**src/rtl/core/icmper_pkg.sv**
```systemverilog
// ----------------------------------------------------------------------------
// icmper_pkg
// Shared types and constants of the ICMP echo responder core.
// ----------------------------------------------------------------------------
package icmper_pkg;

    localparam int MAX_PACKET_BYTES_DEF = 64;

    localparam int IPV4_MIN_HDR = 20;
    localparam int OFS_SRC      = 12;
    localparam int OFS_DST      = 16;
    localparam int ICMP_HDR_LEN = 4;

    localparam logic [7:0] ICMP_TYPE_ECHO  = 8'd8;
    localparam logic [7:0] ICMP_TYPE_REPLY = 8'd0;

    typedef enum logic [1:0] {
        S_RX,
        S_DECIDE,
        S_TX
    } t_state;

    typedef struct packed {
        logic rx_en;
        logic tx_run;
    } t_cmd;

    typedef struct packed {
        logic last_acc;
        logic reply_ok;
        logic tx_done;
    } t_sts;

endpackage

```
**src/rtl/core/icmper_ctrl.sv**
```systemverilog
// ----------------------------------------------------------------------------
// icmper_ctrl
// Sequencer: receive a packet, judge it, then stream the reply out.
// ----------------------------------------------------------------------------
module icmper_ctrl (
    input  logic             i_clk,
    input  logic             i_rst_n,
    input  icmper_pkg::t_sts i_sts,
    output icmper_pkg::t_cmd o_cmd
);
    import icmper_pkg::*;

    t_state r_state;
    t_state n_state;

    always_ff @(posedge i_clk) begin
        if (!i_rst_n) begin
            r_state <= S_RX;
        end else begin
            r_state <= n_state;
        end
    end

    always_comb begin
        n_state = r_state;
        case (r_state)
            S_RX: begin
                if (i_sts.last_acc) begin
                    n_state = S_DECIDE;
                end
            end
            S_DECIDE: begin
                if (i_sts.reply_ok) begin
                    n_state = S_TX;
                end else begin
                    n_state = S_RX;
                end
            end
            S_TX: begin
                if (i_sts.tx_done) begin
                    n_state = S_RX;
                end
            end
            default: begin
                n_state = S_RX;
            end
        endcase
    end

    always_comb begin
        o_cmd = '0;
        case (r_state)
            S_RX: begin
                o_cmd.rx_en = 1'b1;
            end
            S_DECIDE: begin
                o_cmd = '0;
            end
            S_TX: begin
                o_cmd.tx_run = 1'b1;
            end
            default: begin
                o_cmd = '0;
            end
        endcase
    end

endmodule

```
**src/rtl/core/icmper_dp.sv**
```systemverilog
// ----------------------------------------------------------------------------
// icmper_dp
// Datapath: packet memory, header capture, running checksum, reply stream.
// ----------------------------------------------------------------------------
module icmper_dp #(
    parameter int MAX_PACKET_BYTES = icmper_pkg::MAX_PACKET_BYTES_DEF
) (
    input  logic             i_clk,
    input  logic             i_rst_n,
    input  icmper_pkg::t_cmd i_cmd,
    output icmper_pkg::t_sts o_sts,
    input  logic             i_cfg_we,
    input  logic [31:0]      i_cfg_wdata,
    input  logic             i_rx_valid,
    input  logic [7:0]       i_rx_byte,
    input  logic             i_rx_last,
    output logic             o_rx_ready,
    output logic             o_tx_valid,
    output logic [7:0]       o_tx_byte,
    output logic             o_tx_last,
    input  logic             i_tx_ready
);
    import icmper_pkg::*;

    localparam int W_ADDR = $clog2(MAX_PACKET_BYTES);
    localparam int W_CNT  = $clog2(MAX_PACKET_BYTES + 1);
    localparam int W_CMP  = (W_CNT > 7) ? W_CNT : 7;

    function automatic logic [7:0] be_byte(input logic [31:0] w32, input logic [1:0] sel);
        logic [7:0] b;
        case (sel)
            2'd0:    b = w32[31:24];
            2'd1:    b = w32[23:16];
            2'd2:    b = w32[15:8];
            default: b = w32[7:0];
        endcase
        return b;
    endfunction

    logic [7:0] mem [MAX_PACKET_BYTES];

    logic [31:0]      r_own_ip;
    logic [W_CNT-1:0] r_count;
    logic [W_CNT-1:0] r_len;
    logic [3:0]       r_ihl;
    logic [7:0]       r_type;
    logic [31:0]      r_src;
    logic [31:0]      r_dst;
    logic [15:0]      r_acc;

    logic [W_CNT-1:0] r_addr;
    logic             r_rd_valid;
    logic [7:0]       r_rd_data;
    logic [W_ADDR-1:0] r_rd_idx;
    logic             r_rd_last;
    logic             r_out_valid;
    logic [7:0]       r_out_byte;
    logic             r_out_last;

    logic [15:0]      n_acc;
    logic [W_CNT-1:0] n_count;

    logic             rx_acc;
    logic             stored;
    logic [W_ADDR-1:0] wr_idx;
    logic [W_CMP-1:0] idx_c;
    logic [W_CMP-1:0] hdr_c;
    logic             ck_add;
    logic [15:0]      acc_base;
    logic [15:0]      word;
    logic [16:0]      sum17;

    logic             move;
    logic             rd_free;
    logic             issue;
    logic [W_CMP-1:0] rd_c;
    logic [W_CMP-1:0] len_c;
    logic [15:0]      ck;
    logic [7:0]       tx_sub;

    assign o_rx_ready = i_cmd.rx_en;
    assign rx_acc     = i_rx_valid && i_cmd.rx_en;
    assign stored     = r_count < W_CNT'(MAX_PACKET_BYTES);
    assign wr_idx     = r_count[W_ADDR-1:0];
    assign idx_c      = W_CMP'(r_count);
    assign hdr_c      = W_CMP'({r_ihl, 2'b00});
    assign len_c      = W_CMP'(r_len);

    assign ck_add   = stored && (idx_c > hdr_c) && (idx_c != hdr_c + W_CMP'(2))
                      && (idx_c != hdr_c + W_CMP'(3));
    assign acc_base = (r_count == '0) ? 16'd0 : r_acc;
    assign word     = r_count[0] ? {8'd0, i_rx_byte} : {i_rx_byte, 8'd0};
    assign sum17    = {1'b0, acc_base} + {1'b0, (ck_add ? word : 16'd0)};
    assign n_acc    = sum17[15:0] + {15'd0, sum17[16]};
    assign n_count  = stored ? r_count + W_CNT'(1) : r_count;

    always_ff @(posedge i_clk) begin
        if (rx_acc && stored) begin
            mem[wr_idx] <= i_rx_byte;
        end
        if (issue) begin
            r_rd_data <= mem[r_addr[W_ADDR-1:0]];
        end
    end

    always_ff @(posedge i_clk) begin
        if (!i_rst_n) begin
            r_own_ip <= '0;
            r_count  <= '0;
        end else begin
            if (i_cfg_we) begin
                r_own_ip <= i_cfg_wdata;
            end
            if (rx_acc) begin
                r_count <= i_rx_last ? '0 : n_count;
            end
        end
    end

    always_ff @(posedge i_clk) begin
        if (rx_acc) begin
            r_acc <= n_acc;
            if (i_rx_last) begin
                r_len <= n_count;
            end
            if (stored && (idx_c == '0)) begin
                r_ihl <= i_rx_byte[3:0];
            end
            if (stored && (idx_c == hdr_c)) begin
                r_type <= i_rx_byte;
            end
            if (stored && (idx_c >= W_CMP'(OFS_SRC)) && (idx_c < W_CMP'(OFS_DST))) begin
                r_src <= {r_src[23:0], i_rx_byte};
            end
            if (stored && (idx_c >= W_CMP'(OFS_DST)) && (idx_c < W_CMP'(IPV4_MIN_HDR))) begin
                r_dst <= {r_dst[23:0], i_rx_byte};
            end
        end
    end

    assign o_sts.last_acc = rx_acc && i_rx_last;
    assign o_sts.reply_ok = (len_c >= W_CMP'(IPV4_MIN_HDR)) && (hdr_c >= W_CMP'(IPV4_MIN_HDR))
                            && (hdr_c + W_CMP'(ICMP_HDR_LEN) <= len_c)
                            && (r_type == ICMP_TYPE_ECHO) && (r_dst == r_own_ip);
    assign o_sts.tx_done  = r_out_valid && i_tx_ready && r_out_last;

    assign move    = r_rd_valid && (!r_out_valid || i_tx_ready);
    assign rd_free = !r_rd_valid || move;
    assign issue   = i_cmd.tx_run && (r_addr < r_len) && rd_free;
    assign rd_c    = W_CMP'(r_rd_idx);
    assign ck      = ~r_acc;

    always_comb begin
        tx_sub = r_rd_data;
        if ((rd_c >= W_CMP'(OFS_SRC)) && (rd_c < W_CMP'(OFS_DST))) begin
            tx_sub = be_byte(r_dst, rd_c[1:0]);
        end else if ((rd_c >= W_CMP'(OFS_DST)) && (rd_c < W_CMP'(IPV4_MIN_HDR))) begin
            tx_sub = be_byte(r_src, rd_c[1:0]);
        end else if (rd_c == hdr_c) begin
            tx_sub = ICMP_TYPE_REPLY;
        end else if (rd_c == hdr_c + W_CMP'(2)) begin
            tx_sub = ck[15:8];
        end else if (rd_c == hdr_c + W_CMP'(3)) begin
            tx_sub = ck[7:0];
        end
    end

    always_ff @(posedge i_clk) begin
        if (!i_rst_n) begin
            r_addr      <= '0;
            r_rd_valid  <= 1'b0;
            r_out_valid <= 1'b0;
        end else begin
            if (o_sts.last_acc) begin
                r_addr <= '0;
            end else if (issue) begin
                r_addr <= r_addr + W_CNT'(1);
            end
            if (issue) begin
                r_rd_valid <= 1'b1;
            end else if (move) begin
                r_rd_valid <= 1'b0;
            end
            if (move) begin
                r_out_valid <= 1'b1;
            end else if (i_tx_ready) begin
                r_out_valid <= 1'b0;
            end
        end
    end

    always_ff @(posedge i_clk) begin
        if (issue) begin
            r_rd_idx  <= r_addr[W_ADDR-1:0];
            r_rd_last <= (r_addr + W_CNT'(1)) == r_len;
        end
        if (move) begin
            r_out_byte <= tx_sub;
            r_out_last <= r_rd_last;
        end
    end

    assign o_tx_valid = r_out_valid;
    assign o_tx_byte  = r_out_byte;
    assign o_tx_last  = r_out_last;

endmodule

```
**src/rtl/core/icmp_echo_responder_core.sv**
```systemverilog
// After the final input byte, S_DECIDE judges the packet before S_TX streams the reply.
// Throughput: one byte per cycle in, then one byte per cycle out from the packet memory
//   while i_m_axis_tready stays high.
// Input is held off after the final byte; for a reply, until its last byte is taken.
// Reset (synchronous, active low) clears control state and own_ip; the packet memory
//   is not cleared.
// ----------------------------------------------------------------------------
// icmp_echo_responder_core
// Buffers an IPv4 packet and answers an ICMP echo request addressed to own_ip.
// ----------------------------------------------------------------------------
module icmp_echo_responder_core #(
    parameter int MAX_PACKET_BYTES = icmper_pkg::MAX_PACKET_BYTES_DEF
) (
    input  logic        i_clk,
    input  logic        i_rst_n,
    input  logic        i_cfg_we,
    input  logic [31:0] i_cfg_wdata,      // own_ip
    input  logic        i_s_axis_tvalid,
    output logic        o_s_axis_tready,
    input  logic [7:0]  i_s_axis_tdata,   // rx_byte
    input  logic        i_s_axis_tlast,
    output logic        o_m_axis_tvalid,
    input  logic        i_m_axis_tready,
    output logic [7:0]  o_m_axis_tdata,   // tx_byte
    output logic        o_m_axis_tlast
);
    import icmper_pkg::*;

    t_cmd cmd;
    t_sts sts;

    icmper_ctrl u_ctrl (
        .i_clk   (i_clk),
        .i_rst_n (i_rst_n),
        .i_sts   (sts),
        .o_cmd   (cmd)
    );

    icmper_dp #(
        .MAX_PACKET_BYTES (MAX_PACKET_BYTES)
    ) u_dp (
        .i_clk       (i_clk),
        .i_rst_n     (i_rst_n),
        .i_cmd       (cmd),
        .o_sts       (sts),
        .i_cfg_we    (i_cfg_we),
        .i_cfg_wdata (i_cfg_wdata),
        .i_rx_valid  (i_s_axis_tvalid),
        .i_rx_byte   (i_s_axis_tdata),
        .i_rx_last   (i_s_axis_tlast),
        .o_rx_ready  (o_s_axis_tready),
        .o_tx_valid  (o_m_axis_tvalid),
        .o_tx_byte   (o_m_axis_tdata),
        .o_tx_last   (o_m_axis_tlast),
        .i_tx_ready  (i_m_axis_tready)
    );

`ifndef SYNTH
    a_no_rx_during_tx: assert property (@(posedge i_clk) disable iff (!i_rst_n)
        o_s_axis_tready |-> !o_m_axis_tvalid)
        else $error("reply byte pending while input is open");

    a_hold_after_last: assert property (@(posedge i_clk) disable iff (!i_rst_n)
        sts.last_acc |=> !o_s_axis_tready)
        else $error("input reopened right after final byte");

    a_rx_after_reply: assert property (@(posedge i_clk) disable iff (!i_rst_n)
        sts.tx_done |=> (o_s_axis_tready && !o_m_axis_tvalid))
        else $error("input not reopened after last reply transaction");
`endif

endmodule
```
**config.mk**
```make
export PLATFORM = sky130hd
export DESIGN_NAME = icmp_echo_responder_core
export DESIGN_NICKNAME = d
export VERILOG_FILES = /design/src/rtl/core/icmper_pkg.sv /design/src/rtl/core/icmper_ctrl.sv /design/src/rtl/core/icmper_dp.sv /design/src/rtl/core/icmp_echo_responder_core.sv
export SDC_FILE = /design/constraint.sdc
export NUM_CORES = 1
export LEC_CHECK = 0
export BUFFER_PORTS_ARGS = -buffer_cell sky130_fd_sc_hd__buf_2
export CAP_MARGIN = 20
export CORE_MARGIN = 1
export CORE_UTILIZATION = 55
export DETAILED_ROUTE_END_ITERATION = 7
export GPL_TIMING_DRIVEN = 0
export PLACE_DENSITY = 0.71
export SLEW_MARGIN = 0
export SYNTH_ARGS = -nofsm -noshare
export SYNTH_HDL_FRONTEND = slang
export SYNTH_SLANG_ARGS = --single-unit
```
**constraint.sdc**
```tcl
create_clock -name i_clk -period 7.99 [get_ports i_clk]
set_clock_uncertainty 0.15 [all_clocks]
set_input_delay 0.3995 -clock i_clk [delete_from_list [all_inputs] [get_ports i_clk]]
set_output_delay 0.3995 -clock i_clk [all_outputs]
set_load 0.005 [all_outputs]
```
# --- Word level (Yosys, flattened, before mapping) ---
# Memories as Yosys holds them, arrays and structs flattened. A register that Yosys moved wholly into a read port is not among the register bits.
# Index checks and enable logic that the tools add are counted.
word_totals:
  mem_bits_ro: 0
  latchBits: 0
  word_cells: 118
  memories: 1
  ff_bits: 165
  output_inout_bits: 11
  mem_bits_rw: 512
mem_list:
  columns: ["name", "depth", "word_bits", "read_ports", "rd_ports_with_merged_regs", "wr", "line", "text"]
  rows:
  - ["u_dp.mem", 64, 8, 1, 1, 1, "icmper_dp.sv:40", "logic [7:0] mem [MAX_PACKET_BYTES];"]
op_classes:
  reduce_logical: 39
  n_lt_le_gt_ge: 14
  n_div: 0
  shift: 0
  n_addsub: 7
  multipliers: 0
  n_eq_ne: 15
  mux: 24
  bitwise_logic: 2
ops:
  columns: ["cell", "n"]
  rows:
  - ["$mux W16", 3]
  - ["$pmux W8 S3", 2]
  - ["$mux W8", 5]
  - ["$eq A32 B32 Y1", 1]
  - ["$logic_and A1 B1 Y1", 23]
  - ["$add A16 B16 Y17", 1]
  - ["$add A16 B1 Y16", 1]
  - ["$not A16 Y16", 1]
  - ["$add A6 B2 Y7 const B", 2]
  - ["$add A7 B1 Y7 const B", 2]
  - ["$eq A6 B7 Y1", 2]
  - ["$ge A7 B5 Y1 const B", 2]
  - ["$lt A7 B5 Y1 const B", 2]
  - ["$mux W7", 2]
  - ["$ne A7 B7 Y1", 2]
  - ["$ge A6 B5 Y1 const B", 2]
  - ["$lt A6 B5 Y1 const B", 2]
  - ["$reduce_and A2 Y1", 6]
  - ["$eq A8 B4 Y1 const B", 1]
  - ["$mux W1", 8]
  - ["$add A6 B3 Y7 const B", 1]
  - ["$eq A7 B6 Y1", 1]
  - ["$eq A7 B7 Y1", 1]
  - ["$ge A7 B4 Y1 const B", 1]
  - ["18 further kinds", 27]

# --- Logic depth before layout (Yosys ltp) ---
depth:
  depth_word: 7
  mapped_depth: 26
  ltp_nobuf: 25

# --- Cells and area by module ---
# A second synthesis with hierarchy kept.
hier_totals:
  cells_unflattened: 1537
  hier_area_um2: 28593.7
modules_own_cells:
  columns: ["module", "area_per_inst_um2", "instances", "seq_area_each_um2", "cells_each"]
  rows:
  - ["icmper_dp", 28514.8, 1, 20029.2, 1529]
  - ["icmper_ctrl", 78.8, 1, 40.0, 8]

# --- Worst setup path before layout ---
# No wires, ideal clock.
synth_path:
  path_type: "reg-to-reg"
  from: "register u_dp.r_count[2], in the netlist u_dp.idx_c[2]"
  to: "register u_dp.r_acc[15], data pin"
  arrival_time_ns: 4.476
  path_buffers: 1
  required_time_ns: 7.571
  slack_ns: 3.094
  setup_ns: 0.269
  path_stages_with_launch: 26
  path_cell_list: "dfxtp_1 > clkbuf_1 > inv_1 > ha_1 > nor2b_1 > o21ai_0 > nand2b_1 > a21oi_1 > nor3_1 > and3_1 > ha_1 > fa_1 > a21o_2 > nand4_2 > a211o_1 > a31oi_4 > a21o_1 > a21oi_1 > o21bai_1 > a21o_1 > ha_1 > nand3_1 > nor4_4 > nand3_2 > a2111oi_2 > xor3_1"
synth_via:
  elab_chain_len: 7
synth_rtl:
  columns: ["item", "line", "text"]
  rows:
  - ["start, declared", "icmper_dp.sv:43", "logic [W_CNT-1:0] r_count;"]
  - ["start signal, assigned", "icmper_dp.sv:115", "r_count <= i_rx_last ? '0 : n_count;"]
  - ["$lt A7 B7 Y1 or $gt A7 B6 Y1 (tied branches)", "icmper_dp.sv:83, icmper_dp.sv:89", null]
  - ["$logic_and A1 B1 Y1 (2 in a row)", "icmper_dp.sv:89", "assign ck_add = stored && (idx_c > hdr_c) && (idx_c != hdr_c + W_CMP'(2))"]
  - ["$logic_and A1 B1 Y1", "icmper_dp.sv:90", "&& (idx_c != hdr_c + W_CMP'(3));"]
  - ["$mux W16", "icmper_dp.sv:93", "assign sum17 = {1'b0, acc_base} + {1'b0, (ck_add ? word : 16'd0)};"]
  - ["$add A16 B16 Y17 *", "icmper_dp.sv:93", null]
  - ["$add A16 B1 Y16 *", "icmper_dp.sv:94", "assign n_acc = sum17[15:0] + {15'd0, sum17[16]};"]
  - ["named net u_dp.n_acc[15]", "icmper_dp.sv:60", "logic [15:0] n_acc;"]
  - ["end signal, assigned", "icmper_dp.sv:122", "r_acc <= n_acc;"]
  - ["end, declared", "icmper_dp.sv:49", "logic [15:0] r_acc;"]
# Mark *: on every way through the listed nets, which the timed path passes. The rest lies on a longest branch.
# A chain may end at the register's enable or synchronous reset.

# --- Final worst setup path ---
layout_path:
  from: "register u_dp.r_count[0], in the netlist u_dp.idx_c[0]"
  to: "register u_dp.r_acc[15], data pin"
# Same word-level chain as after synthesis.

==> results.yml <==
clocking:
  tritoncts_clock_tree: "yes"
  post_cts_setup_bufs: 0
  tritoncts_num_sinks: 685
  cts.root.buffer_cell: "sky130_fd_sc_hd__clkbuf_16"
  clk_path_buf_depth: 3
  post_cts_resize_count: 0
  ctsHtreeMaxLevel: 3
  postCtsHoldBufs: 34
  clk_latency_ns: 0.62
  cts_inserted_buffers: 72
  cts.clk_slew.worst_paths_ns: 0.06
floorplanning:
  top_level_ports: 57
  die_area_mm2: 0.0530
  chipHeight_um: 230
  coreArea_mm2: 0.0514
  fp.dieW_um: 230
  placement_rows: 83
  initial_core_util_pct: 55.8
drt:
  detail_route.vias_per_cell: 6.12
  detail_route.wirelength_um: 65200
  route.vias.total: 15100
  route.layer.met1.wl_um: 26800
  drt_first_pass_iters: 5
  detail-route-antenna-nets: 0
  first_iter_violations: 1469
  met3_wirelength_um: 3810
  drc: 0
  wire_length_per_cell_um: 26.5
  maxUsedRoutingLayer: "met5"
  detailroute.wirelength.met2_um: 32500
power_and_ir_drop:
  vdd.ir_drop.worst_mv: 0.221
  totalPowerFinal_mw: 7.50
  leakagePower_nw: 10.7
  power_density_mw_per_mm2: 229
layout:
  multiInputGateArea_mm2: 0.00816
  design_area_mm2: 0.0328
  final_net_count: 1813
  area.growth.synth_to_final_pct: 14.3
  antenna_cells: 0
  final_cell_mix: "sky130_fd_sc_hd__edfxtp_1 (635), sky130_fd_sc_hd__mux4_2 (184), sky130_fd_sc_hd__nor2_1 (98), sky130_fd_sc_hd__clkbuf_16 (76), sky130_fd_sc_hd__buf_2 (64)"
  fill_cells: 3486
  post_route_cells_drive_above_1_share_pct: 23.0
  final_common_cell: "sky130_fd_sc_hd__edfxtp_1"
  sequential_cell_area_mm2: 0.0201
global_route:
  grt_pass1_wl_um: 98300
  grt_pass1_vias: 15500
  grt_start_max_net_pins: 49
  globalRouteOverflowTotal: 0
  antenna_found_initial: 1
  track_usage_pct: 25.6
timing:
  post-route-period-util_pct: 76.0
  setup-tns-final_ns: 0
  worst_pin_slew_ns: 1.03
  period_minus_slack_ns: 6.07
  report.final.slew_viol_count: 0
  timing.final.setup_violations: 0
  maximum_clock_frequency_mhz: 165
  timing.final.hold_violations: 0
  rsz0062_at_grt: "false"
  max-slew-margin-rel_pct: 30.5
logic_synthesis:
  syn_nets: 1632
  synth_area_per_cell_um2: 18.6
  synth-warning-count: 0
  syn_inst: 1543
  syn_area_mm2: 0.0287
  synth_cell_types: 67
  flops_latches_synth: 685
  dominantRegCellSynth: "sky130_fd_sc_hd__edfxtp_1"
  ys_seq_area_share_pct: 70.0
  synth_enable_flop_cells: 635
  synth_async_sr_flop_share_pct: 0
place:
  dp_hpwl_um: 43500
  detailed_place.area_mm2: 0.0300
  place.gp.congestion: 0.858
  port-buffer-count: 55
worst_setup_path:
  worst-r2r-setup-slack_ns: 1.92
  crit_path_start_kind: "flip-flop"
  criticalPathCategory: "reg -> reg"
  critPathCaptureType: "flip-flop"
  critical_path_required_ns: 8.18
  worst_ep_arrival_time_ns: 6.26
  worst-path-max-fanout: 10
flow_run:
  max-cap-violations: 0
hold_path:
  hp-class: "in -> reg"
outcome:
  run_status: "completed"
-- critical path, stage by stage, from the launching register on --
cell and delay (ns):
sky130_fd_sc_hd__dfxtp_1 0.50, sky130_fd_sc_hd__clkbuf_1 0.36, sky130_fd_sc_hd__inv_1 0.15, sky130_fd_sc_hd__ha_1 0.22
sky130_fd_sc_hd__nor2_1 0.10, sky130_fd_sc_hd__a21oi_1 0.10, sky130_fd_sc_hd__nor3_1 0.65, sky130_fd_sc_hd__and3_1 0.26
sky130_fd_sc_hd__ha_1 0.22, sky130_fd_sc_hd__fa_1 0.25, sky130_fd_sc_hd__a21o_2 0.16, sky130_fd_sc_hd__nand4_2 0.18
sky130_fd_sc_hd__a211o_1 0.39, sky130_fd_sc_hd__a31oi_4 0.23, sky130_fd_sc_hd__a21o_1 0.15, sky130_fd_sc_hd__a21oi_1 0.07
sky130_fd_sc_hd__o21bai_1 0.19, sky130_fd_sc_hd__a21o_1 0.17, sky130_fd_sc_hd__ha_1 0.18, sky130_fd_sc_hd__nand3_1 0.20
sky130_fd_sc_hd__nor4_4 0.25, sky130_fd_sc_hd__nand3_2 0.15, sky130_fd_sc_hd__a2111oi_2 0.25, sky130_fd_sc_hd__xor3_1 0.28
-- cell usage after synthesis (all sizes together) (32+ instances only) --
library cell / count / area [um2]
mux4: 184 / 4140
nor2b: 45 / 282
inv: 41 / 154
ha: 42 / 526
edfxtp: 635 / 19100
a21oi: 32 / 160
nor2: 98 / 368
clkbuf: 36 / 135
xor2: 50 / 457
dfxtp: 50 / 1000
buf: 33 / 163
mux2i: 40 / 400
-- stage by stage --
stage                     util (%)  hold slack, ns  setup slack [ns]  cells
after global placement        57.9           0.259              1.37   2278
after CTS                     63.7         0.00576              1.99   2459
after global routing          63.7          0.0232              1.51   2460
after floorplan                  -           0.250              3.09   1543
after detailed placement      58.4           0.258              2.00   2295
final                         63.7          0.0357              1.92   2460
-- state kept, by name, indices dropped and copies added (netlist names) --
register	flops
u_dp.r_src	32
u_dp.o_tx_last	1
u_dp.r_rd_data	8
u_dp.o_tx_valid	1
u_dp.r_type	8
u_dp.mem	512
u_dp.r_dst	32
u_dp.len_c	7
u_dp.r_own_ip	32
u_dp.r_rd_idx	6
u_dp.o_tx_byte	8
u_dp.r_rd_valid	1
u_ctrl.r_state	2
u_dp.idx_c	7
u_dp.r_ihl	4
u_dp.r_addr	7
u_dp.r_acc	16
u_dp.r_rd_last	1
-- layout make-up --
| class | count | share of cell area, % |
|---|---|---|
| Tap cell | 680 | 2.60 |
| Inverter | 41 | 0.470 |
| Sequential cell | 685 | 61.3 |
| Multi-Input combinational cell | 748 | 24.9 |
| Buffer | 69 | 0.909 |
| Clock buffer | 95 | 6.06 |
| Timing Repair Buffer | 107 | 2.59 |
| Clock inverter | 35 | 1.19 |
-- metal layers --
| metal | vias up | track usage (%) |
|---|---|---|
| li1 | 6542 | - |
| met1 | 7815 | 34.9 |
| met2 | 590 | 42.0 |
| met3 | 115 | 4.28 |
| met4 | 2 | 9.15 |
| met5 | - | 0 |
-- where the power goes --
part,internal [mW],switching (mW),total [mW]
Combinational,0.0762,0.129,0.206
Sequential,3.93,0.0167,3.95
Clock,1.98,1.36,3.35
-- kinds of logic after synthesis --
logic type / Yosys count / synth area share, %
xor+xnor: 73 / 2.35
mux: 233 / 16.2
simple gates: 295 / 5.47
buf+inv: 110 / 1.58
compound gates: 104 / 2.47
flops: 685 / 70.0
fa+ha+maj: 43 / 1.90
-- path summary, 6_finish.rpt --
kind,start,end,depth (start not counted)
min,i_m_axis_tready,u_dp.o_tx_valid,3
max reg2reg,u_dp.idx_c[0],u_dp.r_acc[15],23
min reg2reg,u_dp.r_rd_last,u_dp.o_tx_last,0
max,u_dp.idx_c[0],u_dp.r_acc[15],23
(Power assumes the default switching activity.)
